==> src/rtl/tcw_pkg.sv <==
// tcw_pkg: shared types, codes and constants for the text console writer
// no dependencies; every other file of the block refers to it by scoped names
`default_nettype none

package tcw_pkg;

    // default screen geometry, handed down from the top level parameters
    localparam int COLS_DEF     = 80;
    localparam int ROWS_DEF     = 25;
    localparam int TAB_STEP_DEF = 8;

    // depth of the command queue between front and back
    localparam int QUEUE_DEPTH  = 2;

    // fixed field widths of the channels
    localparam int MODE_W  = 2;
    localparam int CHAR_W  = 8;
    localparam int COLOR_W = 8;
    localparam int RROW_W  = 5;
    localparam int RCOL_W  = 7;
    localparam int CROW_W  = 5;
    localparam int CCOL_W  = 7;
    localparam int CADDR_W = 11;

    // attribute after reset, used by the power-up blanking pass
    localparam logic [COLOR_W-1:0] RESET_COLOR = 8'd3;

    // character codes
    localparam logic [CHAR_W-1:0] CH_NEWLINE = 8'd10;
    localparam logic [CHAR_W-1:0] CH_TAB     = 8'd9;
    localparam logic [CHAR_W-1:0] CH_SPACE   = 8'd32;

    // input mode codes
    typedef enum logic [MODE_W-1:0] {
        MODE_PUT   = 2'd0,
        MODE_BKSP  = 2'd1,
        MODE_CLEAR = 2'd2,
        MODE_READ  = 2'd3
    } t_mode;

    // classified operations passed from front to back
    typedef enum logic [2:0] {
        OP_CHAR,
        OP_NEWLINE,
        OP_TAB,
        OP_BKSP,
        OP_CLEAR,
        OP_READ
    } t_op;

    // classified command (the linear read offset travels beside it)
    typedef struct packed {
        t_op               op;
        logic [CHAR_W-1:0] ch;
        logic              in_range;
    } t_cmd;

    // back-end sequencer states
    typedef enum logic [2:0] {
        ST_INIT_CLR,
        ST_IDLE,
        ST_CLR,
        ST_SCROLL,
        ST_TAB,
        ST_DONE
    } t_state;

endpackage

`default_nettype wire

==> src/rtl/tcw_queue.sv <==
// tcw_queue: short first-in first-out queue between front and back
// depends on tcw_pkg only through the depth handed down from the top level
`default_nettype none

module tcw_queue #(
    parameter int DATA_W = 8,
    parameter int DEPTH  = tcw_pkg::QUEUE_DEPTH
) (
    input  wire logic              i_clk,
    input  wire logic              i_rst_n,
    input  wire logic              i_push,
    input  wire logic [DATA_W-1:0] i_data,
    output logic                   o_full,
    output logic                   o_valid,
    output logic [DATA_W-1:0]      o_data,
    input  wire logic              i_pop
);

    localparam int PW = $clog2(DEPTH);
    localparam int NW = $clog2(DEPTH+1);

    logic [DATA_W-1:0] r_slot [DEPTH];
    logic [PW-1:0]     r_wptr, n_wptr;
    logic [PW-1:0]     r_rptr, n_rptr;
    logic [NW-1:0]     r_count, n_count;
    logic              do_push;
    logic              do_pop;

    assign o_full  = r_count == NW'(DEPTH);
    assign o_valid = r_count != '0;
    assign o_data  = r_slot[r_rptr];
    assign do_push = i_push && !o_full;
    assign do_pop  = i_pop && o_valid;

    // pointer and fill level update
    always_comb begin
        n_wptr  = r_wptr;
        n_rptr  = r_rptr;
        n_count = r_count;
        if (do_push) begin
            n_wptr = (r_wptr == PW'(DEPTH-1)) ? '0 : r_wptr + 1'b1;
        end
        if (do_pop) begin
            n_rptr = (r_rptr == PW'(DEPTH-1)) ? '0 : r_rptr + 1'b1;
        end
        if (do_push && !do_pop) begin
            n_count = r_count + 1'b1;
        end else if (do_pop && !do_push) begin
            n_count = r_count - 1'b1;
        end
    end

    always_ff @(posedge i_clk) begin
        if (!i_rst_n) begin
            r_wptr  <= '0;
            r_rptr  <= '0;
            r_count <= '0;
        end else begin
            r_wptr  <= n_wptr;
            r_rptr  <= n_rptr;
            r_count <= n_count;
        end
    end

    // storage
    always_ff @(posedge i_clk) begin
        if (do_push) begin
            r_slot[r_wptr] <= i_data;
        end
    end

endmodule

`default_nettype wire

==> config.mk <==
export PLATFORM = sky130hd
export DESIGN_NAME = tcw_queue
export DESIGN_NICKNAME = d
export VERILOG_FILES = /design/src/rtl/tcw_pkg.sv /design/src/rtl/tcw_queue.sv
export SDC_FILE = /design/constraint.sdc
export NUM_CORES = 1
export LEC_CHECK = 0
export BUFFER_PORTS_ARGS = -buffer_cell sky130_fd_sc_hd__buf_2
export CAP_MARGIN = 40
export CORE_UTILIZATION = 49
export DETAILED_ROUTE_END_ITERATION = 6
export GPL_TIMING_DRIVEN = 0
export PLACE_DENSITY = 0.75
export REMOVE_ABC_BUFFERS = 1
export SYNTH_ARGS = -nofsm -noshare
export SYNTH_HDL_FRONTEND = slang
export SYNTH_SLANG_ARGS = --single-unit
==> constraint.sdc <==
create_clock -name i_clk -period 1.8 [get_ports i_clk]
set_input_delay 0.09 -clock i_clk [delete_from_list [all_inputs] [get_ports i_clk]]
set_output_delay 0.09 -clock i_clk [all_outputs]
set_load 0.005 [all_outputs]
==> Word level (Yosys, flattened, before mapping) <==
Memory sizes are Yosys's and may differ from the RTL's. A register that Yosys moved wholly into a read port is not among the register bits.
Index checks and enable logic that the tools add are counted.
{ "totals": {"output_inout_bits": 10, "wordCells": 26, "register_bits": 4, "mem_bits_rw": 16, "input_bits": 12, "n_memories": 1} }
{ "classes": {"reduce_logical": 9, "addsub": 4, "eq_ne": 1, "n_mux": 8} }
{ "memory_table": {"columns": ["name", "words", "word_bits", "read_ports", "rd_ports_with_merged_regs", "wr", "line_no", "source"], "rows": [
  ["r_slot", 2, 8, 1, 1, 1, "tcw_queue.sv:22", "logic [DATA_W-1:0] r_slot [DEPTH];"]
]} }
{ "op_table": {"columns": ["operator", "n"], "rows": [
  ["$mux W1", 6],
  ["$logic_and A1 B1 Y1", 4],
  ["$mux W2", 2],
  ["$reduce_bool A2 Y1", 2],
  ["$logic_not A1 Y1", 3],
  ["$add A1 B1 Y1 const B", 2],
  ["$add A2 B1 Y2 const B", 1],
  ["$eq A2 B2 Y1 const B", 1],
  ["$sub A2 B1 Y2 const B", 1]
]} }

==> Depth between registers and ports, before layout <==
Gate-level depths: netlist (run 1).
{ "depth": {"word_depth": 7, "ltp_mapped": 7, "depth_no_buf": 7} }

==> Least setup slack after synthesis (run 1) <==
Ideal clock, no wire load.
{ "synth_timing": {"path_type": "reg-to-reg", "start": "reg r_count[0]", "end": "reg r_count[1]", "setup_ps": 70, "required_time_ps": 1730, "arrival_time_ps": 1418, "setup_slack_ps": 313, "path_buffers": 0, "path_stages_with_launch": 7, "period_less_slack_ps": 1487, "cell_sequence": "dfxtp_1 nand2b_1 inv_1 nor2_1 ha_1 or3_1 a21oi_1"} }
{ "synth_via": {"elab_chain_cells": 6, "word_cells_on_any_way": 14, "cone_classes": "add/sub (2); eq/ne (1); mux (2); reduce/logical (9)"} }
{ "synth_lines": {"columns": ["element", "line_no", "source"], "rows": [
  ["start, declared", "tcw_queue.sv:25", "logic [NW-1:0] r_count, n_count;"],
  ["start signal, assigned", "tcw_queue.sv:61", "r_count <= n_count;"],
  ["$eq A2 B2 Y1 *", "tcw_queue.sv:29", "assign o_full = r_count == NW'(DEPTH);"],
  ["named net o_full", "tcw_queue.sv:13", "output logic o_full,"],
  ["$logic_not A1 Y1 *", "tcw_queue.sv:32", "assign do_push = i_push && !o_full;"],
  ["$logic_and A1 B1 Y1 *", "tcw_queue.sv:32", null],
  ["$logic_not A1 Y1", "tcw_queue.sv:48", "end else if (do_pop && !do_push) begin"],
  ["$logic_and A1 B1 Y1", "tcw_queue.sv:48", null],
  ["$reduce_bool A2 Y1 (no line)", null, null]
]} }
The timed path passes the listed nets; every way through them passes the cells marked *. The select of a mux whose other input is x is not followed.
A chain may end at the register's enable or synchronous reset.

==> Worst setup path after layout (run 1) <==
{ "layout_timing": {"start": "reg r_count[0]", "end": "reg r_count[1]"} }
{ "layout_via": {"elab_chain_cells": 6, "word_cells_on_any_way": 14, "cone_classes": "add/sub (2); eq/ne (1); mux (2); reduce/logical (9)"} }
{ "layout_lines": {"columns": ["element", "line_no"], "rows": [
  ["$eq A2 B2 Y1", "tcw_queue.sv:29"],
  ["$logic_not A1 Y1", "tcw_queue.sv:32"],
  ["$logic_and A1 B1 Y1", "tcw_queue.sv:32"],
  ["$logic_not A1 Y1", "tcw_queue.sv:48"],
  ["$logic_and A1 B1 Y1", "tcw_queue.sv:48"],
  ["$reduce_bool A2 Y1 (no line)", null]
]} }
Several ways; a longest one is shown, not always the timed one. The select of a mux whose other input is x is not followed.

==> results.json, run 1 <==
{
  "grt_start_max_net_pins": 12,
  "critical_path.max_stage_delay_ps": 380,
  "firstDrtPassIters": 2,
  "cp.required_ps": 2020,
  "dp.cells": 87,
  "final_cell_count_no_fill": 99,
  "nets": 97,
  "ios": 22,
  "grt-ovfl-total": 0,
  "cts_resized": 0,
  "place.detailed.hpwl_um": 857,
  "finalSetupViolCount": 0,
  "rows": 14,
  "synthTopCellsByArea": "edfxtp_1 (60%), dfxtp_1 (12%), mux2_2 (11%), xor2_1 (3.3%), nor2_1 (1.9%)",
  "synthCells": 51,
  "path_max_fanout": 5,
  "portBuffers": 21,
  "drc": 0,
  "fmax_ghz": 0.635,
  "cts_tree": "built",
  "ys_ff_latch": 21,
  "die_width_um": 42.6,
  "grt_pass1_vias": 503,
  "htreeDepth": 1,
  "p_sw_uw": 349,
  "utilization": 0.677,
  "register_area_um2": 581,
  "die_area_mm2": 0.00181,
  "fp.dieH_um": 42.6,
  "max-cap-violations": 0,
  "drive_above_1_share": 0.410,
  "cts_buffer_depth": 2,
  "syn_area_um2": 806,
  "multi_input_area_um2": 209,
  "clkTransAtPathRegs_ps": 100,
  "antenna_found_initial": 0,
  "via_per_inst": 5.01,
  "synth_top_cell_area_share": 0.596,
  "clock_latency_ps": 280,
  "avgSynthCellArea_um2": 15.8,
  "ant_nets": 0,
  "rsz0062_at_grt": "no",
  "skew_ps": 2.41,
  "ys.flop_type": "edfxtp_1",
  "synth_most_common_cell": "edfxtp_1",
  "wl_um": 1210,
  "grt_first_pass_wirelength_um": 1970,
  "nFillCells": 126,
  "maxSlewHeadroom": 0.514,
  "final.setup.tns_ps": 0,
  "dr_total_vias": 496,
  "cp-end-kind": "register",
  "initial_core_util": 0.529,
  "gp_congestion": 0.800,
  "slowest_stage": "or3_1",
  "slew_violations": 0,
  "pwr-share-clk": 0.166,
  "comb_power_share": 0.296,
  "ctsRootBufferMaster": "clkbuf_4",
  "synth_top_cells_by_count": "edfxtp_1 (16), mux2_2 (8), dfxtp_1 (5)",
  "start_kind": "register",
  "cp_cell_sequence": "o21ai_0 > ha_1 > or3_1 > a21oi_1",
  "power.leakage_uw": 0.000426,
  "report.final.hold_viol_count": 0,
  "pwr-share-seq": 0.538,
  "yosys_warnings": 0,
  "cts.sinks": 21,
  "power.density_mw_per_mm2": 1220,
  "seq_area_frac_synth": 0.720,
  "status": "finished clean",
  "cp_data_arrival_time_ps": 1800,
  "antennaDiodeCount": 0,
  "cts_buffers": 3,
  "syn_to_final_growth_pct": 28.1,
  "p_int_uw": 911,
  "synth_largest_area_cell": "edfxtp_1",
  "routedWlPerCell_um": 12.3,
  "async_flop_share": 0,
  "core_mm2": 0.00152,
  "critPathKind": "reg2reg",
  "hold_class": "in2reg",
  "synth_edf_count": 16,
  "worstMarginPinSlew_ps": 724,
  "fin_crit_ps": 1570,
  "swShare": 0.277,
  "ys_types": 17,
  "finalCritPeriodShare": 0.875,
  "vdd_drop_max_v": 0.000681,
  "track_usage": 0.154,
  "drt-initial-drc-count": 13
}
-- critical path, delay by kind of cell, from the launching register on --
kind,cells,cell delay (ps)
AO/OA/AOI/OAI,2,450
flip-flops,1,360
AND/OR/NAND/NOR,1,380
adder cells (fa/ha/maj),1,330
-- logic make-up (layout without fill, tap and decap cells) --
group	after synthesis	in the layout	share of synthesized area
and+or+nand+nor	9	9	0.0621
DFF	21	21	0.721
buffers and inverters	4	36	0.0202
adders and majority gates	1	1	0.0155
xor gates and xnor gates	3	3	0.0326
AOI/OAI and AO/OA	5	5	0.0373
muxes	8	8	0.112
-- metrics by stage --
step	total power [µW]	setup WS [ps]	hold WS (ps)	area [µm²]
finish	1260	225	14.8	1030
detailed placement	1060	199	284	926
global route	1350	82.7	4.40	1030
CTS	1280	184	10.3	1030
global placement	1040	237	277	926
floorplan	915	313	189	801
-- power groups by stage --
| stage | combinational, µW | clock (µW) | sequential [µW] |
|---|---|---|---|
| 2_1_floorplan | 241 | 0 | 675 |
| 3_3_place_gp | 349 | 0 | 689 |
| 3_5_place_dp | 366 | 0 | 692 |
| 4_1_cts | 379 | 216 | 681 |
| 5_1_grt | 424 | 237 | 689 |
| 6_report | 373 | 209 | 678 |
-- routing by layer --
metal / part of all wire / vias up / global-route usage
met5: 0 / - / 0
met4: 0.0049 / 0 / 0.0563
met3: 0.036 / 2 / 0.0388
met2: 0.52 / 10 / 0.295
met1: 0.43 / 236 / 0.158
li1: - / 248 / -
-- area by class of cell --
cell class | count | area share
well taps | 16 | 0.0194
clock buffers | 4 | 0.0255
multi-input cells | 26 | 0.202
repair buffers | 29 | 0.179
flip-flops and latches | 21 | 0.562
inverters | 3 | 0.0109
-- repair_timing --
item	CTS	global route
hold buffers	8	0
endpoints found under the setup margin	0	0
endpoints found under the hold margin	16	0
setup buffers	0	0
-- cells in the final DEF (no fill, tap or decap) --
cell type and n:
a21boi_0 1, a21oi_1 1, and3_1 1, buf_2 21
clkbuf_1 1, clkbuf_4 3, dfxtp_1 5, dlygate4sd3_1 8
edfxtp_1 16, ha_1 1, inv_1 3, mux2_2 8
nand2b_1 1, nor2_1 4, nor3_2 1, o21a_1 1
o21ai_0 2, or2_2 1, or3_1 1, xor2_1 3
-- worst paths after layout --
kind | from | end | cells after the start | slack (ps)
setup / recovery | r_count[0]$_SDFFE_PN0P_ | r_count[1]$_SDFFE_PN0P_ | 4 | 230
hold / removal | i_rst_n | r_wptr$_SDFFE_PN0N_ | 2 | 10
setup reg to reg | r_count[0]$_SDFFE_PN0P_ | r_count[1]$_SDFFE_PN0P_ | 4 | 230
hold reg to reg | r_rptr$_SDFFE_PN0P_ | r_rptr$_SDFFE_PN0P_ | 2 | 520
-- state kept, by name, indices dropped and copies added (netlist names), named ones only --
name / count
r_count: 2
r_rptr: 1
r_slot: 16
r_wptr: 1
Note: power is estimated with default switching activity, not from simulation.
==> inputs of run 2 (changes only) <==
Clock period 1.8 ns to 1.62 ns, I/O delays scaled along.
==> run 2 against run 1 <==
  * Worst hold slack improved by 140 ps
  * Utilization rose by 1.2 points
  * Cell count rose by 1.0%
  * Clock-buffer cell count did not move
  * Combinational power rose by 16%
  * First-iteration DRC count did not move
  * Clock skew barely moved
  * Via count rose by 0.20%
  * Setup slack got worse by 110 ps
  * Flip-flop and latch count did not move
  * Largest power group unchanged
==> results.json, run 2 (synthesized netlist as in run 1, its figures left out) <==
{
  "antenna_found_initial": 0,
  "finalCritPeriodShare": 0.931,
  "syn_to_final_growth_pct": 30.4,
  "via_per_inst": 4.97,
  "pwr-share-clk": 0.162,
  "cp-end-kind": "register",
  "power_uw": 1430,
  "nFillCells": 122,
  "grt-ovfl-total": 0,
  "die_area_mm2": 0.00181,
  "skew_ps": 2.62,
  "rows": 14,
  "drive_above_1_share": 0.440,
  "start_kind": "register",
  "cts_setup_buffers": 0,
  "largest_register_ffs": 16,
  "critPathKind": "reg2reg",
  "core_mm2": 0.00152,
  "antennaDiodeCount": 0,
  "dpl_worst_slack_ps": 18.7,
  "finalSetupViolCount": 0,
  "clkTransAtPathRegs_ps": 100,
  "pwr-share-seq": 0.535,
  "drt-initial-drc-count": 13,
  "p_int_uw": 1030,
  "p_sw_uw": 400,
  "final.setup.tns_ps": 0,
  "worstMarginPinSlew_ps": 724,
  "final_common_cell": "buf_2",
  "cts_buffer_depth": 2,
  "place.detailed.hpwl_um": 857,
  "cts.sinks": 21,
  "finalWorstSetupSlack_ps": 112,
  "fin_crit_ps": 1510,
  "grt_start_max_net_pins": 12,
  "swShare": 0.280,
  "hold_depth": 3,
  "track_usage": 0.154,
  "power.leakage_uw": 0.000431,
  "hold_class": "in2reg",
  "rsz0062_at_grt": "no",
  "cp.required_ps": 1840,
  "maxSlewHeadroom": 0.514,
  "portBuffers": 21,
  "drc": 0,
  "nets": 98,
  "report.final.hold_viol_count": 0,
  "max-cap-violations": 0,
  "top_regs": "r_slot: 16 flops, r_count: 2 flops",
  "power.density_mw_per_mm2": 1360,
  "initial_core_util": 0.529,
  "top_register": "r_slot",
  "fmax_ghz": 0.663,
  "cts_tree": "built",
  "cts_buffers": 3,
  "fp.dieH_um": 42.6,
  "grt_first_pass_wirelength_um": 1970,
  "die_width_um": 42.6,
  "comb_power_share": 0.303,
  "path_max_fanout": 5,
  "vdd_drop_max_v": 0.000757,
  "cp_data_arrival_time_ps": 1730,
  "wl_um": 1230,
  "ant_nets": 0,
  "final_cell_mix": "buf_2 (21), edfxtp_1 (16), dlygate4sd3_1 (9), mux2_2 (8)",
  "dr_total_vias": 497,
  "rr_worst_depth": 6,
  "firstDrtPassIters": 2,
  "clock_latency_ps": 280,
  "gp_congestion": 0.800,
  "fin_area_mm2": 0.00105,
  "place_area_um2": 926,
  "ctsRootBufferMaster": "clkbuf_4",
  "grt_pass1_vias": 503,
  "htreeDepth": 1,
  "slew_violations": 0,
  "routedWlPerCell_um": 12.3,
  "ios": 22,
  "status": "finished clean"
}
==> run 2: metal layers <==
metal	routed length, µm	up-vias	part of all wire	GRT usage
li1	-	250	-	-
met1	533	235	0.43	0.158
met2	648	10	0.53	0.295
met3	42	2	0.034	0.0388
met4	6	0	0.0049	0.0563
met5	0	-	0	0
==> run 2: metrics by stage <==
step / hold slack, ps / instances / util
after floorplan: 180 / 50 / -
after global routing: 157 / 100 / 0.690
final: 152 / 100 / 0.690
after CTS: 1.34 / 99 / 0.677
after global placement: 268 / 87 / 0.608
after detailed placement: 275 / 87 / 0.608
==> run 2: path summary, 6_finish.rpt <==
check,startpoint,slack (ps),endpoint
max reg2reg,r_count[1]$_SDFFE_PN0P_,110,r_count[1]$_SDFFE_PN0P_
max,r_count[1]$_SDFFE_PN0P_,110,r_count[1]$_SDFFE_PN0P_
min,i_push,150,r_wptr$_SDFFE_PN0N_
min reg2reg,r_rptr$_SDFFE_PN0P_,520,r_rptr$_SDFFE_PN0P_
==> run 2: worst max-delay path, stage by stage (launching register included) <==
cell and delay, ps:
dfxtp_1 440, nand2b_4 80, inv_2 70, nor2_1 40
ha_1 310, or3_1 380, a21oi_1 140
==> run 2: power by group through the flow <==
stage / registers [µW] / clock network (µW) / logic, µW
floorplan: 750 / 0 / 267
global placement: 766 / 0 / 387
detailed placement: 769 / 0 / 406
CTS: 756 / 240 / 422
global route: 777 / 260 / 488
finish: 764 / 232 / 433
==> run 2: what timing repair did <==
action / in CTS / in global routing
hold buffers: 8 / 1
hold endpoints to repair: 16 / 1
resized for setup: 0 / 4
setup endpoints to repair: 0 / 9
==> run 2: area by class of cell <==
type	count	area, µm²	area share
timing repair buffer	30	195	0.186
multi-input combinational	26	216	0.206
inverter	3	11.3	0.0107
sequential	21	582	0.554
tap	16	20.0	0.0190
clock buffer	4	26.3	0.0250
