===== src/rtl/tcw_pkg.sv =====
// tcw_pkg: shared types, codes and constants for the text console writer
// no dependencies; every other file of the block refers to it by scoped names
`default_nettype none

package tcw_pkg;

    // default screen geometry, handed down from the top level parameters
    localparam int COLS_DEF     = 80;
    localparam int ROWS_DEF     = 25;
    localparam int TAB_STEP_DEF = 8;

    // depth of the command queue between front and back
    localparam int QUEUE_DEPTH  = 2;

    // fixed field widths of the channels
    localparam int MODE_W  = 2;
    localparam int CHAR_W  = 8;
    localparam int COLOR_W = 8;
    localparam int RROW_W  = 5;
    localparam int RCOL_W  = 7;
    localparam int CROW_W  = 5;
    localparam int CCOL_W  = 7;
    localparam int CADDR_W = 11;

    // attribute after reset, used by the power-up blanking pass
    localparam logic [COLOR_W-1:0] RESET_COLOR = 8'd3;

    // character codes
    localparam logic [CHAR_W-1:0] CH_NEWLINE = 8'd10;
    localparam logic [CHAR_W-1:0] CH_TAB     = 8'd9;
    localparam logic [CHAR_W-1:0] CH_SPACE   = 8'd32;

    // input mode codes
    typedef enum logic [MODE_W-1:0] {
        MODE_PUT   = 2'd0,
        MODE_BKSP  = 2'd1,
        MODE_CLEAR = 2'd2,
        MODE_READ  = 2'd3
    } t_mode;

    // classified operations passed from front to back
    typedef enum logic [2:0] {
        OP_CHAR,
        OP_NEWLINE,
        OP_TAB,
        OP_BKSP,
        OP_CLEAR,
        OP_READ
    } t_op;

    // classified command (the linear read offset travels beside it)
    typedef struct packed {
        t_op               op;
        logic [CHAR_W-1:0] ch;
        logic              in_range;
    } t_cmd;

    // back-end sequencer states
    typedef enum logic [2:0] {
        ST_INIT_CLR,
        ST_IDLE,
        ST_CLR,
        ST_SCROLL,
        ST_TAB,
        ST_DONE
    } t_state;

endpackage

`default_nettype wire


===== src/rtl/tcw_channels.sv =====
// tcw_channels: valid/ready channel interfaces of the text console writer
// depends on tcw_pkg for the field widths
`default_nettype none

// input item channel
interface tcw_in_if;
    logic                       valid;
    logic                       ready;
    logic [tcw_pkg::MODE_W-1:0] mode;
    logic [tcw_pkg::CHAR_W-1:0] char_code;
    logic [tcw_pkg::RROW_W-1:0] read_row;
    logic [tcw_pkg::RCOL_W-1:0] read_col;

    modport source (output valid, mode, char_code, read_row, read_col, input ready);
    modport sink   (input valid, mode, char_code, read_row, read_col, output ready);
endinterface


`default_nettype wire


===== src/rtl/tcw_front.sv =====
// tcw_front: accepts input items and classifies them into back-end commands
// depends on tcw_pkg and the tcw_in_if interface
`default_nettype none

module tcw_front #(
    parameter int COLS = tcw_pkg::COLS_DEF,
    parameter int ROWS = tcw_pkg::ROWS_DEF
) (
    tcw_in_if.sink                          i_in,
    input  wire logic                       i_q_full,
    input  wire logic                       i_init_busy,
    output tcw_pkg::t_cmd                   o_cmd,
    output logic [$clog2(ROWS*COLS)-1:0]    o_lin,
    output logic                            o_push
);

    localparam int AW = $clog2(ROWS*COLS);

    logic row_ok;
    logic col_ok;

    // no items during the power-up blanking pass or with a full queue
    assign i_in.ready = !i_q_full && !i_init_busy;
    assign o_push     = i_in.valid && i_in.ready;

    // read coordinates checked against the screen size
    assign row_ok = 7'(i_in.read_row) < 7'(ROWS);
    assign col_ok = 8'(i_in.read_col) < 8'(COLS);

    // classify the item
    always_comb begin
        o_cmd.op       = tcw_pkg::OP_CHAR;
        o_cmd.ch       = i_in.char_code;
        o_cmd.in_range = 1'b0;
        o_lin          = '0;
        unique case (tcw_pkg::t_mode'(i_in.mode))
            tcw_pkg::MODE_PUT: begin
                if (i_in.char_code == tcw_pkg::CH_NEWLINE) begin
                    o_cmd.op = tcw_pkg::OP_NEWLINE;
                end else if (i_in.char_code == tcw_pkg::CH_TAB) begin
                    o_cmd.op = tcw_pkg::OP_TAB;
                end else begin
                    o_cmd.op = tcw_pkg::OP_CHAR;
                end
            end
            tcw_pkg::MODE_BKSP: begin
                o_cmd.op = tcw_pkg::OP_BKSP;
            end
            tcw_pkg::MODE_CLEAR: begin
                o_cmd.op = tcw_pkg::OP_CLEAR;
            end
            tcw_pkg::MODE_READ: begin
                o_cmd.op       = tcw_pkg::OP_READ;
                o_cmd.in_range = row_ok && col_ok;
                // logical linear offset of the cell, before the scroll rotation
                if (row_ok && col_ok) begin
                    o_lin = AW'(i_in.read_row) * AW'(COLS) + AW'(i_in.read_col);
                end
            end
            default: begin
                o_cmd.op = tcw_pkg::OP_CHAR;
            end
        endcase
    end

endmodule

`default_nettype wire


===== src/flat_wrapper.sv =====
// flat-port wrapper written by rule: the top's interface ports become plain ports
module tcw_front_flat 
#(
    parameter int COLS = tcw_pkg::COLS_DEF,
    parameter int ROWS = tcw_pkg::ROWS_DEF
)
  (i_q_full, i_init_busy, o_cmd, o_lin, o_push, i_in_valid, i_in_mode, i_in_char_code, i_in_read_row, i_in_read_col, i_in_ready);
  tcw_in_if i_in_i ();
  input  wire logic i_q_full;
  input  wire logic i_init_busy;
  output tcw_pkg::t_cmd o_cmd;
  output logic [$clog2(ROWS*COLS)-1:0] o_lin;
  output logic o_push;
  input wire logic [$bits(i_in_i.valid)-1:0] i_in_valid;
  input wire logic [$bits(i_in_i.mode)-1:0] i_in_mode;
  input wire logic [$bits(i_in_i.char_code)-1:0] i_in_char_code;
  input wire logic [$bits(i_in_i.read_row)-1:0] i_in_read_row;
  input wire logic [$bits(i_in_i.read_col)-1:0] i_in_read_col;
  output wire logic [$bits(i_in_i.ready)-1:0] i_in_ready;
  assign i_in_i.valid = i_in_valid;
  assign i_in_i.mode = i_in_mode;
  assign i_in_i.char_code = i_in_char_code;
  assign i_in_i.read_row = i_in_read_row;
  assign i_in_i.read_col = i_in_read_col;
  assign i_in_ready = i_in_i.ready;
  tcw_front #(.COLS(COLS), .ROWS(ROWS)) u_core (.i_in(i_in_i), .i_q_full(i_q_full), .i_init_busy(i_init_busy), .o_cmd(o_cmd), .o_lin(o_lin), .o_push(o_push));
endmodule

===== config.mk =====
export PLATFORM = sky130hd
export DESIGN_NAME = tcw_front_flat
export DESIGN_NICKNAME = d
export VERILOG_FILES = /design/src/rtl/tcw_pkg.sv /design/src/rtl/tcw_channels.sv /design/src/rtl/tcw_front.sv /design/src/flat_wrapper.sv
export SDC_FILE = /design/constraint.sdc
export NUM_CORES = 1
export LEC_CHECK = 0
export ABC_AREA = 1
export ABC_CLOCK_PERIOD_IN_PS = 1960
export BUFFER_PORTS_ARGS = -buffer_cell sky130_fd_sc_hd__buf_2
export CORE_MARGIN = 4
export CORE_UTILIZATION = 41
export DETAILED_ROUTE_END_ITERATION = 12
export PLACE_DENSITY = 0.85
export SLEW_MARGIN = 20
export SYNTH_ARGS = -nofsm -noshare
export SYNTH_HDL_FRONTEND = slang
export SYNTH_SLANG_ARGS = --single-unit

===== constraint.sdc =====
create_clock -name vclk -period 1.96
set_input_delay 0.098 -clock vclk [all_inputs]
set_output_delay 0.098 -clock vclk [all_outputs]
set_load 0.01 [all_outputs]

## After elaboration in Yosys (flattened, before gate mapping)

Cells that the tools add are included.

- Add/sub/neg operators: 1
- Multiply operators: 1
- $lt $le $gt $ge: 2
- Equal/unequal tests: 5
- Multiplexer cells: 6
- Reductions and logical operators: 6

Operator list:

| operator | count |
|---|---|
| two-way mux 11 bit | 2 |
| == test 8 x 4 -> 1 bit, second input constant | 2 |
| case mux 3 bit (4 select lines) | 1 |
| adder 11 x 7 -> 11 bit | 1 |
| < comparator 7 bit, second input constant | 1 |
| multiplier 5 x 3 -> 7 bit, second input constant | 1 |
| < comparator 5 bit, second input constant | 1 |
| == test 2 bit, second input constant | 2 |
| logical AND 1 bit | 3 |
| two-way mux 3 bit | 1 |
| == test 2 x 1 -> 1 bit, second input constant | 1 |
| logical NOT 1 bit | 2 |
| logical NOT 2 bit | 1 |
| two-way mux 2 bit | 1 |
| two-way mux 1 bit | 1 |

- Register bits: 0
- Input bits: 25
- Output and inout bits: 25

## Longest topological paths before layout

Gate-level depths: netlist (run 1).

- Depth after elaboration: 4
- Depth in mapped cells: 11
- Mapped depth without buffers: 11

## Least setup slack after synthesis (run 1)

OpenSTA, ideal clock, no wires.

- Kind: input-to-output
- Start point: input port i_in_read_row[1]
- End point: output port o_lin[9]
- Arrival time: 1.592 ns
- Required time: 1.862 ns
- Setup slack: 0.270 ns
- Stages: 9
- Buffers on the path: 0
- Cell sequence: ha_1 ha_1 inv_1 fa_1 nor2_1 nand3_1 nand3_1 nand2_1 nor2_1

- Word-level cells in the longest chain between the ends: 4
- Elaborated cells on any way between the ends: 6
- Classes of those cells: add/sub (1); mul (1); order compare (1); mux (2); reduce/logical (1)

Ends and longest elaborated chain:

| what | line | RTL |
|---|---|---|
| from (decl) | flat_wrapper.sv:17 | `input wire logic [$bits(i_in_i.read_row)-1:0] i_in_read_row;` |
| multiplier 5 x 3 -> 7 bit or < comparator 5 bit (tied branches) | tcw_front.sv:57, tcw_front.sv:27 |  |
| adder 11 x 7 -> 11 bit or logical AND 1 bit (tied branches) | tcw_front.sv:57, tcw_front.sv:56 |  |
| two-way mux 11 bit (*) | tcw_front.sv:56 | `if (row_ok && col_ok) begin` |
| two-way mux 11 bit (*) | tcw_front.sv:36 | `unique case (tcw_pkg::t_mode'(i_in.mode))` |
| to (decl) | flat_wrapper.sv:12 | `output logic [$clog2(ROWS*COLS)-1:0] o_lin;` |

Mark *: on every way between the ends. The rest lies on a longest branch, timed or not.

## Worst setup path in the final report (run 1)

- Start point: input port i_in_read_row[3]
- End point: output port o_lin[10]

The elaborated chain is that of the path after synthesis.

==> tab_implementation.tex, run 1 <==
\begin{tabular}{lr}
\hline
Metric & Value \\
\hline
\multicolumn{2}{l}{\textbf{Routing}} \\
Total iterations of the first detailed-routing run & 4 \\
Via density per instance & 4.79 \\
DRC Markers & 0 \\
Number of vias after detailed routing & 762 \\
Remaining antenna violation count & 0 \\
Average wire length per cell after detail routing & 10.2 µm \\
Detailed Route WL & 1.62 mm \\
Initial drt markers & 7 \\
\multicolumn{2}{l}{\textbf{Global route}} \\
GR Util All Layers & 0.156 \\
Number of antenna violations at the first check in global routing & 0 \\
Maximum number of pins on one net before global-route repair & 10 \\
Number of global-route vias before repair & 681 \\
First-pass GRT wire length & 2.59 mm \\
Congestion Overflow GR & 0 \\
\multicolumn{2}{l}{\textbf{Worst setup path}} \\
CP Launch Type & primary input \\
Gate family responsible for the most delay along the worst path & adder cells \\
Req. time, crit path & 1860 ps \\
Arrival time at the worst endpoint & 1750 ps \\
Maximum fanout count along the critical path & 3 \\
Cell-by-cell listing of the critical path & buf\_2 -> ha\_4 -> ha\_2 -> inv\_2 -> fa\_2 -> inv\_1 -> nand3\_1 -> nand3\_1 -> nand2\_1 -> nor2\_1 -> buf\_2 \\
CP Buf/Inv Count & 4 \\
Slowest stage cell on the critical path & sky130\_fd\_sc\_hd\_\_fa\_2 \\
Largest stage delay on the critical path & 580 ps \\
Category of the most critical setup path & primary input to output pin \\
Crit end category & output pin \\
\multicolumn{2}{l}{\textbf{STA}} \\
Number of hold violations in the final report & 0 \\
Tcrit/Tclk final & 0.942 \\
Smallest setup slack after layout & 113 ps \\
Setup repair after global routing missed its margin & no \\
Remaining max-slew budget at the tightest pin & 0.835 \\
Hold slack final & 395 ps \\
Maximum achievable frequency & 0.542 GHz \\
Total count of max-transition violations in the final report & 0 \\
Final number of setup-violating endpoints & 0 \\
Actual slew at the worst max-slew pin & 247 ps \\
Final TNS setup & 0 ps \\
Final critical path time including I/O delays and setup & 1850 ps \\
\multicolumn{2}{l}{\textbf{Placement}} \\
GPL Wtd Cong & 0.796 \\
Count of buffers from port buffering & 50 \\
Placement Cell Area & 811 µm² \\
Dpl hpwl & 1.51 mm \\
Setup slack after placement & 5.60 ps \\
\multicolumn{2}{l}{\textbf{Logic synthesis}} \\
Post-synth top area share & 0.188 \\
Most frequent cell after synthesis & sky130\_fd\_sc\_hd\_\_nor2\_1 \\
Number of nets produced by synthesis & 138 \\
Cell count after synthesis & 102 \\
Register area share after synthesis & 0 \\
Yosys top cell by area & sky130\_fd\_sc\_hd\_\_ha\_1 \\
Most common library cells after synthesis & 21 x sky130\_fd\_sc\_hd\_\_nor2\_1, 20 x sky130\_fd\_sc\_hd\_\_inv\_1, 16 x sky130\_fd\_sc\_hd\_\_nand2\_1, 9 x sky130\_fd\_sc\_hd\_\_ha\_1 \\
Synth cell types & 19 \\
Top cells by area, synth & sky130\_fd\_sc\_hd\_\_ha\_1 19\%, sky130\_fd\_sc\_hd\_\_nor2\_1 13\%, sky130\_fd\_sc\_hd\_\_inv\_1 13\% \\
Syn avg cell area & 5.86 µm² \\
Mapped Area & 598 µm² \\
Warnings from Yosys & 0 \\
\multicolumn{2}{l}{\textbf{Final layout}} \\
Layout clock buffers & 0 \\
Count of filler cells inserted in the layout & 134 \\
Final sequential cell count & 0 \\
Total area of multi-input combinational cells & 498 µm² \\
Fraction of final layout cells with drive strength greater than 1 & 0.438 \\
Antenna fix cells & 0 \\
Area taken by flip-flops and latches & 0 µm² \\
Final net count & 182 \\
Area overhead of the layout relative to synthesis & 42.1\% \\
Final Cell Area & 850 µm² \\
\multicolumn{2}{l}{\textbf{Worst hold path}} \\
Endpoint, Worst Hold & o\_cmd[3] \\
Hold wc startpoint & i\_in\_char\_code[2] \\
Cells on Worst Hold Path & 2 \\
Path category of the worst min-delay check & primary input to output pin \\
\multicolumn{2}{l}{\textbf{Floorplanning}} \\
Initial core utilization & 0.448 \\
Die span in y & 46.2 µm \\
Die width & 46.2 µm \\
Die area & 2130 µm² \\
Top-Level Pins & 50 \\
Std-Cell Core Area & 1330 µm² \\
Row count & 13 \\
\multicolumn{2}{l}{\textbf{Pwr}} \\
Pwr/cell area & 256 nW/µm² \\
Leak Pwr & 0.548 nW \\
Worst-case vdd ir drop & 0.000106 V \\
\multicolumn{2}{l}{\textbf{CTS}} \\
Number of hold-repair buffers added at the cts stage & 0 \\
Setup repair bufs after CTS & 0 \\
\multicolumn{2}{l}{\textbf{Run status}} \\
Outcome & finished clean \\
\multicolumn{2}{l}{\textbf{Job}} \\
Count of maximum capacitance violations & 0 \\
\hline
\end{tabular}
per-layer routing:
metal / routed length [µm] / track usage / up-vias
li1: - / - / 396
met1: 615 / 0.202 / 333
met2: 874 / 0.297 / 33
met3: 128 / 0.00781 / 0
met4: 0 / 0 / 0
met5: 0 / 0 / -
worst max-delay path by stage:
stage / end / from / cells past startpoint / slack (ps)
6_report: o_lin[10] / i_in_read_row[3] / 11 / 110
5_1_grt: o_lin[10] / i_in_read_row[3] / 11 / 10
4_1_cts: o_lin[9] / i_in_read_row[1] / 10 / 10
3_5_place_dp: o_lin[9] / i_in_read_row[1] / 10 / 6
3_3_place_gp: o_lin[9] / i_in_read_row[1] / 11 / 90
2_1_floorplan: o_lin[9] / i_in_read_row[1] / 9 / 270
per-stage QoR:
step,utilization,power [mW],std cells
floorplan,-,0.134,102
global placement,0.608,0.193,159
finish,0.637,0.217,159
CTS,0.608,0.202,159
detailed placement,0.608,0.201,159
global route,0.637,0.245,159
cells by family after synthesis:
group / count (synthesis) / share of synthesized area
adder cells (fa/ha/maj): 11 / 0.255
buffers and inverters: 29 / 0.232
AO/OA/AOI/OAI: 7 / 0.0690
AND/OR/NAND/NOR: 54 / 0.429
XOR/XNOR: 1 / 0.0146
what timing repair did:
item	CTS	global route
resized for setup	0	9
endpoints found under the setup margin	1	2
pin swaps	1	3
power breakdown:
part	switching [mW]	internal [mW]	total, mW
Combinational	0.122	0.0948	0.217
Sequential	0	0	0
Clock	0	0	0
cells in the final DEF, fill, tap and decap left out:
cell and count:
sky130_fd_sc_hd__nand3_1 6, sky130_fd_sc_hd__o21ai_2 1, sky130_fd_sc_hd__a21oi_1 4, sky130_fd_sc_hd__nor3b_1 1, sky130_fd_sc_hd__xnor2_1 1, sky130_fd_sc_hd__inv_1 19, sky130_fd_sc_hd__nand4_1 2, sky130_fd_sc_hd__inv_2 1
sky130_fd_sc_hd__nand2_1 16, sky130_fd_sc_hd__nor2_1 20, sky130_fd_sc_hd__buf_4 1, sky130_fd_sc_hd__ha_4 1, sky130_fd_sc_hd__a21oi_2 1, sky130_fd_sc_hd__nor3_1 2, sky130_fd_sc_hd__fa_2 1, sky130_fd_sc_hd__ha_1 7
sky130_fd_sc_hd__ha_2 1, sky130_fd_sc_hd__nand3b_4 1, sky130_fd_sc_hd__nand3_2 3, sky130_fd_sc_hd__fa_1 1, sky130_fd_sc_hd__nand2b_1 1, sky130_fd_sc_hd__nor2_4 2, sky130_fd_sc_hd__o21bai_1 1, sky130_fd_sc_hd__buf_2 50
layout make-up:
type / instances / area share
well taps: 15 / 0.0221
repair buffers: 51 / 0.303
multi-input cells: 73 / 0.586
inverters: 20 / 0.0884
Note: power is estimated with default switching activity, not from simulation.
==> run 2, diff against run 1 <==
- ABC_CLOCK_PERIOD_IN_PS: 1960 -> 1550
- CELL_PAD_IN_SITES_DETAIL_PLACEMENT: not set -> 0
- CELL_PAD_IN_SITES_GLOBAL_PLACEMENT: not set -> 1
- CORE_UTILIZATION: 41 -> 23
- PLACE_DENSITY: 0.85 -> not set
- PLACE_DENSITY_LB_ADDON: not set -> 0.1
- clock period: 1.96 -> 1.55 ns (I/O delays scaled with it)
==> run 2 against run 1 <==
Effect of this change:
- the run now ends with negative setup slack left
- die area up 63%
- global-route usage decreased by 6.5 points
- worst hold slack got worse by 41 ps
- wire length shrank 2.8%
- via count decreased by 3.7%
- worst setup slack got worse by 290 ps
- critical path depth increased by 1
- non-clock buffer count rose by 8
- highest routed layer unchanged
==> tab_implementation.tex, run 2 (synthesis results as in run 1) <==
\begin{tabular}{lr}
\hline
Metric & Value \\
\hline
\multicolumn{2}{l}{\textbf{Routing}} \\
DRC Markers & 0 (unchanged) \\
Number of vias after detailed routing & 734 (-3.7\%) \\
Average wire length per cell after detail routing & 8.64 µm (-15\%) \\
Total iterations of the first detailed-routing run & 2 (-2) \\
Detailed Route WL & 1.57 mm (-2.8\%) \\
Via density per instance & 4.03 (-16\%) \\
Remaining antenna violation count & 0 (unchanged) \\
Initial drt markers & 4 (-3) \\
\multicolumn{2}{l}{\textbf{STA}} \\
Setup repair after global routing missed its margin & yes \\
Maximum achievable frequency & 0.578 GHz \\
Final number of setup-violating endpoints & 3 (+3) \\
Total count of max-transition violations in the final report & 0 (unchanged) \\
Hold slack final & 354 ps (-40.6 ps) \\
Number of hold violations in the final report & 0 (unchanged) \\
Remaining max-slew budget at the tightest pin & 0.849 (+0.0136) \\
Final critical path time including I/O delays and setup & 1730 ps \\
Smallest setup slack after layout & -179 ps (-292 ps) \\
Actual slew at the worst max-slew pin & 227 ps (-20.4 ps) \\
Tcrit/Tclk final & 1.12 \\
\multicolumn{2}{l}{\textbf{Pwr}} \\
Pwr/cell area & 323 nW/µm² (+26\%) \\
Leak Pwr & 0.585 nW (+6.6\%) \\
Net switching share of the total power & 0.505 (-0.0584) \\
Clock network fraction of design power & 0 (unchanged) \\
Net switching power of the design & 0.161 mW (+31\%) \\
Combinational power share & 1.000 (about the same) \\
Worst-case vdd ir drop & 0.000139 V (+30\%) \\
Overall power after layout & 0.318 mW (+46\%) \\
Int Pwr & 0.157 mW (+66\%) \\
Sequential fraction of design power & 0 (unchanged) \\
\multicolumn{2}{l}{\textbf{Final layout}} \\
Top library cells by usage in the layout, fill and taps aside & 47 x sky130\_fd\_sc\_hd\_\_buf\_2, 19 x sky130\_fd\_sc\_hd\_\_nor2\_1, 17 x sky130\_fd\_sc\_hd\_\_inv\_1 \\
Final sequential cell count & 0 (unchanged) \\
Antenna fix cells & 0 (unchanged) \\
Final net count & 190 (+4.4\%) \\
Area overhead of the layout relative to synthesis & 64.6\% \\
Layout clock buffers & 0 (unchanged) \\
Fraction of final layout cells with drive strength greater than 1 & 0.513 (+0.0757) \\
Area taken by flip-flops and latches & 0 µm² (unchanged) \\
Commonest non-fill, non-tap cell in the layout & sky130\_fd\_sc\_hd\_\_buf\_2 \\
\multicolumn{2}{l}{\textbf{Worst setup path}} \\
Maximum fanout count along the critical path & 2 (-1) \\
CP Launch Type & primary input \\
Arrival time at the worst endpoint & 1650 ps (-100 ps) \\
Category of the most critical setup path & primary input to output pin \\
Req. time, crit path & 1470 ps (-390 ps) \\
Crit end category & output pin \\
\multicolumn{2}{l}{\textbf{Floorplanning}} \\
Std-Cell Core Area & 2480 µm² (+86\%) \\
Die area & 3480 µm² (+63\%) \\
Row count & 18 (+5) \\
Die span in y & 59.0 µm (+28\%) \\
Initial core utilization & 0.241 (-0.207) \\
Top-Level Pins & 50 (unchanged) \\
Die width & 59.0 µm (+28\%) \\
\multicolumn{2}{l}{\textbf{Placement}} \\
Count of buffers from port buffering & 50 (unchanged) \\
GPL Wtd Cong & 0.705 (-12\%) \\
Setup slack after placement & -260 ps (-265 ps) \\
Dpl hpwl & 1.45 mm (-3.8\%) \\
\multicolumn{2}{l}{\textbf{Global route}} \\
Congestion Overflow GR & 0 (unchanged) \\
First-pass GRT wire length & 2.65 mm (+2.4\%) \\
Number of global-route vias before repair & 680 (-0.15\%) \\
GR Util All Layers & 0.0917 (-0.0646) \\
Maximum number of pins on one net before global-route repair & 10 (unchanged) \\
Number of antenna violations at the first check in global routing & 0 (unchanged) \\
\multicolumn{2}{l}{\textbf{Run status}} \\
Outcome & finished with violations \\
Violated checks & negative setup slack \\
\multicolumn{2}{l}{\textbf{Worst hold path}} \\
Path category of the worst min-delay check & primary input to output pin \\
\multicolumn{2}{l}{\textbf{Job}} \\
Count of maximum capacitance violations & 0 (unchanged) \\
\hline
\end{tabular}
[run 2: changes by cell type in the layout (fill, tap and decap cells not counted), moves of 3 or more]
cell / delta
sky130_fd_sc_hd__buf_4: +9
sky130_fd_sc_hd__buf_2: -3
sky130_fd_sc_hd__ha_1: -3
sky130_fd_sc_hd__ha_4: +3
[run 2: metrics by stage]
stage	TNS (ps)	cell area (µm²)	utilization	instances
6_report	-500	985	0.397	182
5_1_grt	-847	985	0.397	182
4_1_cts	-513	960	0.387	182
3_5_place_dp	-561	910	0.367	181
3_3_place_gp	-486	910	0.367	181
2_1_floorplan	0	626	-	102
[run 2: cell type report]
cell class / instances / area [µm²]
tap: 30 / 37.5
multi-input combinational: 73 / 536
timing repair buffer: 59 / 337
inverter: 20 / 75.1
fill: 290 / 1490
[run 2: power groups by stage]
stage | combinational, mW | sequential (mW) | clock (mW)
after floorplan | 0.179 | 0 | 0
after global placement | 0.283 | 0 | 0
after detailed placement | 0.285 | 0 | 0
after CTS | 0.308 | 0 | 0
after global routing | 0.367 | 0 | 0
final | 0.318 | 0 | 0
[run 2: worst paths after layout]
kind               from        end  slack [ps]  cells after the start
max    i_in_read_row[3]  o_lin[10]        -180                     12
min   i_in_char_code[5]   o_cmd[6]         350                      2
[run 2: worst max-delay path, stage by stage]
cell,delay [ps]
sky130_fd_sc_hd__buf_6,100
sky130_fd_sc_hd__ha_4,230
sky130_fd_sc_hd__ha_4,160
sky130_fd_sc_hd__inv_2,50
sky130_fd_sc_hd__fa_2,440
sky130_fd_sc_hd__buf_4,150
sky130_fd_sc_hd__inv_2,50
sky130_fd_sc_hd__nand3_2,80
sky130_fd_sc_hd__nand3_1,70
sky130_fd_sc_hd__nand2_1,50
sky130_fd_sc_hd__nor2_1,70
sky130_fd_sc_hd__buf_2,130
[run 2: timing repair]
action	CTS	global route
pin swaps	9	1
hold buffers	0	0
setup buffers	1	0
cloned	0	0
setup endpoints to repair	3	5
gates resized for setup	11	6
[run 2: metal layers]
| layer | GRT usage | vias up | wire length [µm] |
|---|---|---|---|
| met2 | 0.167 | 28 | 734 |
| met1 | 0.129 | 295 | 728 |
| li1 | - | 411 | - |
| met3 | 0 | 0 | 109 |
| met4 | 0 | 0 | 0 |
| met5 | 0 | - | 0 |
==> run 3, diff against run 2 <==
- SETUP_SLACK_MARGIN: not set -> 0.02
==> run 3 against run 2 <==
Effect of this change:
- the flow still finishes with violations (negative setup slack)
- final area up 0.38%
- non-clock buffer count unchanged
- power up 1.1%
- sequential share of layout area unchanged
- cell count unchanged
- global-route usage about the same
- wire length up 0.64%
- largest power group unchanged
- worst hold slack unchanged
- die area unchanged
- critical path depth unchanged
- critical path type unchanged
- maximum frequency about the same
- count of clock-buffer cells in the layout unchanged
==> tab_implementation.tex, run 3 (synthesis results as in run 1) <==
\begin{tabular}{lr}
\hline
Metric & Value \\
\hline
\multicolumn{2}{l}{\textbf{Pwr}} \\
Int Pwr & 0.159 mW (+1.3\%) \\
Overall power after layout & 0.321 mW (+1.1\%) \\
Leak Pwr & 0.585 nW (about the same) \\
Sequential fraction of design power & 0 (unchanged) \\
Worst-case vdd ir drop & 0.000132 V (-4.6\%) \\
Net switching power of the design & 0.162 mW (+0.85\%) \\
Clock network fraction of design power & 0 (unchanged) \\
Net switching share of the total power & 0.504 (-0.000994) \\
Combinational power share & 1.000 (about the same) \\
Pwr/cell area & 325 nW/µm² (+0.67\%) \\
\multicolumn{2}{l}{\textbf{Worst setup path}} \\
Cell-by-cell listing of the critical path & buf\_6 -> ha\_4 -> ha\_4 -> inv\_2 -> fa\_2 -> buf\_4 -> inv\_2 -> nand3\_2 -> nand3\_1 -> nand2\_1 -> nor2\_1 -> buf\_2 \\
Req. time, crit path & 1470 ps (about the same) \\
Maximum fanout count along the critical path & 2 (unchanged) \\
Gate family responsible for the most delay along the worst path & adder cells \\
Crit end category & output pin \\
Category of the most critical setup path & primary input to output pin \\
Arrival time at the worst endpoint & 1650 ps (about the same) \\
Slowest stage cell on the critical path & sky130\_fd\_sc\_hd\_\_fa\_2 \\
CP Buf/Inv Count & 5 (unchanged) \\
Largest stage delay on the critical path & 440 ps (about the same) \\
CP Launch Type & primary input \\
\multicolumn{2}{l}{\textbf{Routing}} \\
DRC Markers & 0 (unchanged) \\
Initial drt markers & 3 (-1) \\
Total iterations of the first detailed-routing run & 2 (unchanged) \\
Remaining antenna violation count & 0 (unchanged) \\
Average wire length per cell after detail routing & 8.69 µm (+0.64\%) \\
Via density per instance & 4.04 (+0.14\%) \\
Number of vias after detailed routing & 735 (+0.14\%) \\
Detailed Route WL & 1.58 mm (+0.64\%) \\
\multicolumn{2}{l}{\textbf{Floorplanning}} \\
Initial core utilization & 0.241 (unchanged) \\
Die area & 3480 µm² (unchanged) \\
Row count & 18 (unchanged) \\
Std-Cell Core Area & 2480 µm² (unchanged) \\
Die width & 59.0 µm (unchanged) \\
Die span in y & 59.0 µm (unchanged) \\
Top-Level Pins & 50 (unchanged) \\
\multicolumn{2}{l}{\textbf{Final layout}} \\
Total area of multi-input combinational cells & 539 µm² (+0.70\%) \\
Top library cells by usage in the layout, fill and taps aside & 47 x sky130\_fd\_sc\_hd\_\_buf\_2, 19 x sky130\_fd\_sc\_hd\_\_nor2\_1, 17 x sky130\_fd\_sc\_hd\_\_inv\_1 \\
Final net count & 190 (unchanged) \\
Final sequential cell count & 0 (unchanged) \\
Count of filler cells inserted in the layout & 290 (unchanged) \\
Commonest non-fill, non-tap cell in the layout & sky130\_fd\_sc\_hd\_\_buf\_2 \\
Area taken by flip-flops and latches & 0 µm² (unchanged) \\
Core Util, Final & 0.399 (+0.00151) \\
Layout clock buffers & 0 (unchanged) \\
Area overhead of the layout relative to synthesis & 65.3\% \\
Antenna fix cells & 0 (unchanged) \\
Fraction of final layout cells with drive strength greater than 1 & 0.520 (+0.00658) \\
\multicolumn{2}{l}{\textbf{Global route}} \\
Maximum number of pins on one net before global-route repair & 10 (unchanged) \\
GR Util All Layers & 0.0921 (+0.000408) \\
First-pass GRT wire length & 2.66 mm (+0.53\%) \\
Congestion Overflow GR & 0 (unchanged) \\
Number of global-route vias before repair & 689 (+1.3\%) \\
Number of antenna violations at the first check in global routing & 0 (unchanged) \\
\multicolumn{2}{l}{\textbf{Worst hold path}} \\
Hold wc startpoint & i\_in\_char\_code[5] \\
Endpoint, Worst Hold & o\_cmd[6] \\
Path category of the worst min-delay check & primary input to output pin \\
Cells on Worst Hold Path & 2 (unchanged) \\
\multicolumn{2}{l}{\textbf{Placement}} \\
GPL Wtd Cong & 0.705 (unchanged) \\
Count of buffers from port buffering & 50 (unchanged) \\
Dpl hpwl & 1.45 mm (unchanged) \\
\multicolumn{2}{l}{\textbf{STA}} \\
Tcrit/Tclk final & 1.12 (about the same) \\
Number of hold violations in the final report & 0 (unchanged) \\
Final number of setup-violating endpoints & 3 (unchanged) \\
Remaining max-slew budget at the tightest pin & 0.872 (+0.0232) \\
Maximum achievable frequency & 0.578 GHz (about the same) \\
Smallest setup slack after layout & -179 ps (-0.111 ps) \\
Final critical path time including I/O delays and setup & 1730 ps (+0.111 ps) \\
Actual slew at the worst max-slew pin & 192 ps (-34.8 ps) \\
Setup repair after global routing missed its margin & yes \\
Total count of max-transition violations in the final report & 0 (unchanged) \\
\multicolumn{2}{l}{\textbf{Run status}} \\
Outcome & finished with violations \\
Violated checks & negative setup slack \\
\multicolumn{2}{l}{\textbf{Job}} \\
Count of maximum capacitance violations & 0 (unchanged) \\
\hline
\end{tabular}
[run 3: cell counts in the layout (fill, tap and decap cells not counted)]
Identical to the previous run, type by type.
[run 3: cell type report]
cell class / instances / share of cell area
timing repair buffer: 59 / 0.341
multi-input combinational: 73 / 0.546
tap: 30 / 0.0380
inverter: 20 / 0.0759
[run 3: worst max path at each step]
| stage | from | endpoint | slack, ps | depth (start not counted) |
|---|---|---|---|---|
| finish | i_in_read_row[3] | o_lin[10] | -180 | 12 |
| CTS | i_in_read_row[3] | o_lin[9] | -200 | 11 |
| floorplan | i_in_read_row[3] | o_lin[9] | 20 | 9 |
| detailed placement | i_in_read_row[3] | o_lin[9] | -260 | 11 |
| global placement | i_in_read_row[3] | o_lin[9] | -230 | 10 |
| global route | i_in_read_row[3] | o_lin[10] | -310 | 12 |
[run 3: repair_timing]
item | 4_1_cts | 5_1_grt
gates resized for setup | 13 | 5
hold buffers | 0 | 0
pin swaps | 9 | 1
setup buffers | 1 | 0
endpoints found under the setup margin | 4 | 5
[run 3: routing by layer]
layer  global-route usage  wire length [µm]  share of wire
met5                    0                 0              0
met4                    0                 0              0
met3                    0               109          0.069
met2                0.170               749           0.47
met1                0.127               723           0.46
[run 3: power by group through the flow]
stage	clock network (mW)	registers (mW)	logic, mW
after CTS	0	0	0.318
after detailed placement	0	0	0.285
after floorplan	0	0	0.179
final	0	0	0.321
after global routing	0	0	0.370
after global placement	0	0	0.283
[run 3: stage by stage]
| stage | std cells | cell area, µm² | setup WS (ps) | setup TNS [ps] | hold WS (ps) |
|---|---|---|---|---|---|
| floorplan | 102 | 626 | 23.7 | 0 | 198 |
| global placement | 181 | 910 | -229 | -486 | 355 |
| detailed placement | 181 | 910 | -260 | -561 | 357 |
| CTS | 182 | 976 | -199 | -513 | 357 |
| global route | 182 | 988 | -306 | -847 | 364 |
| finish | 182 | 988 | -179 | -500 | 354 |
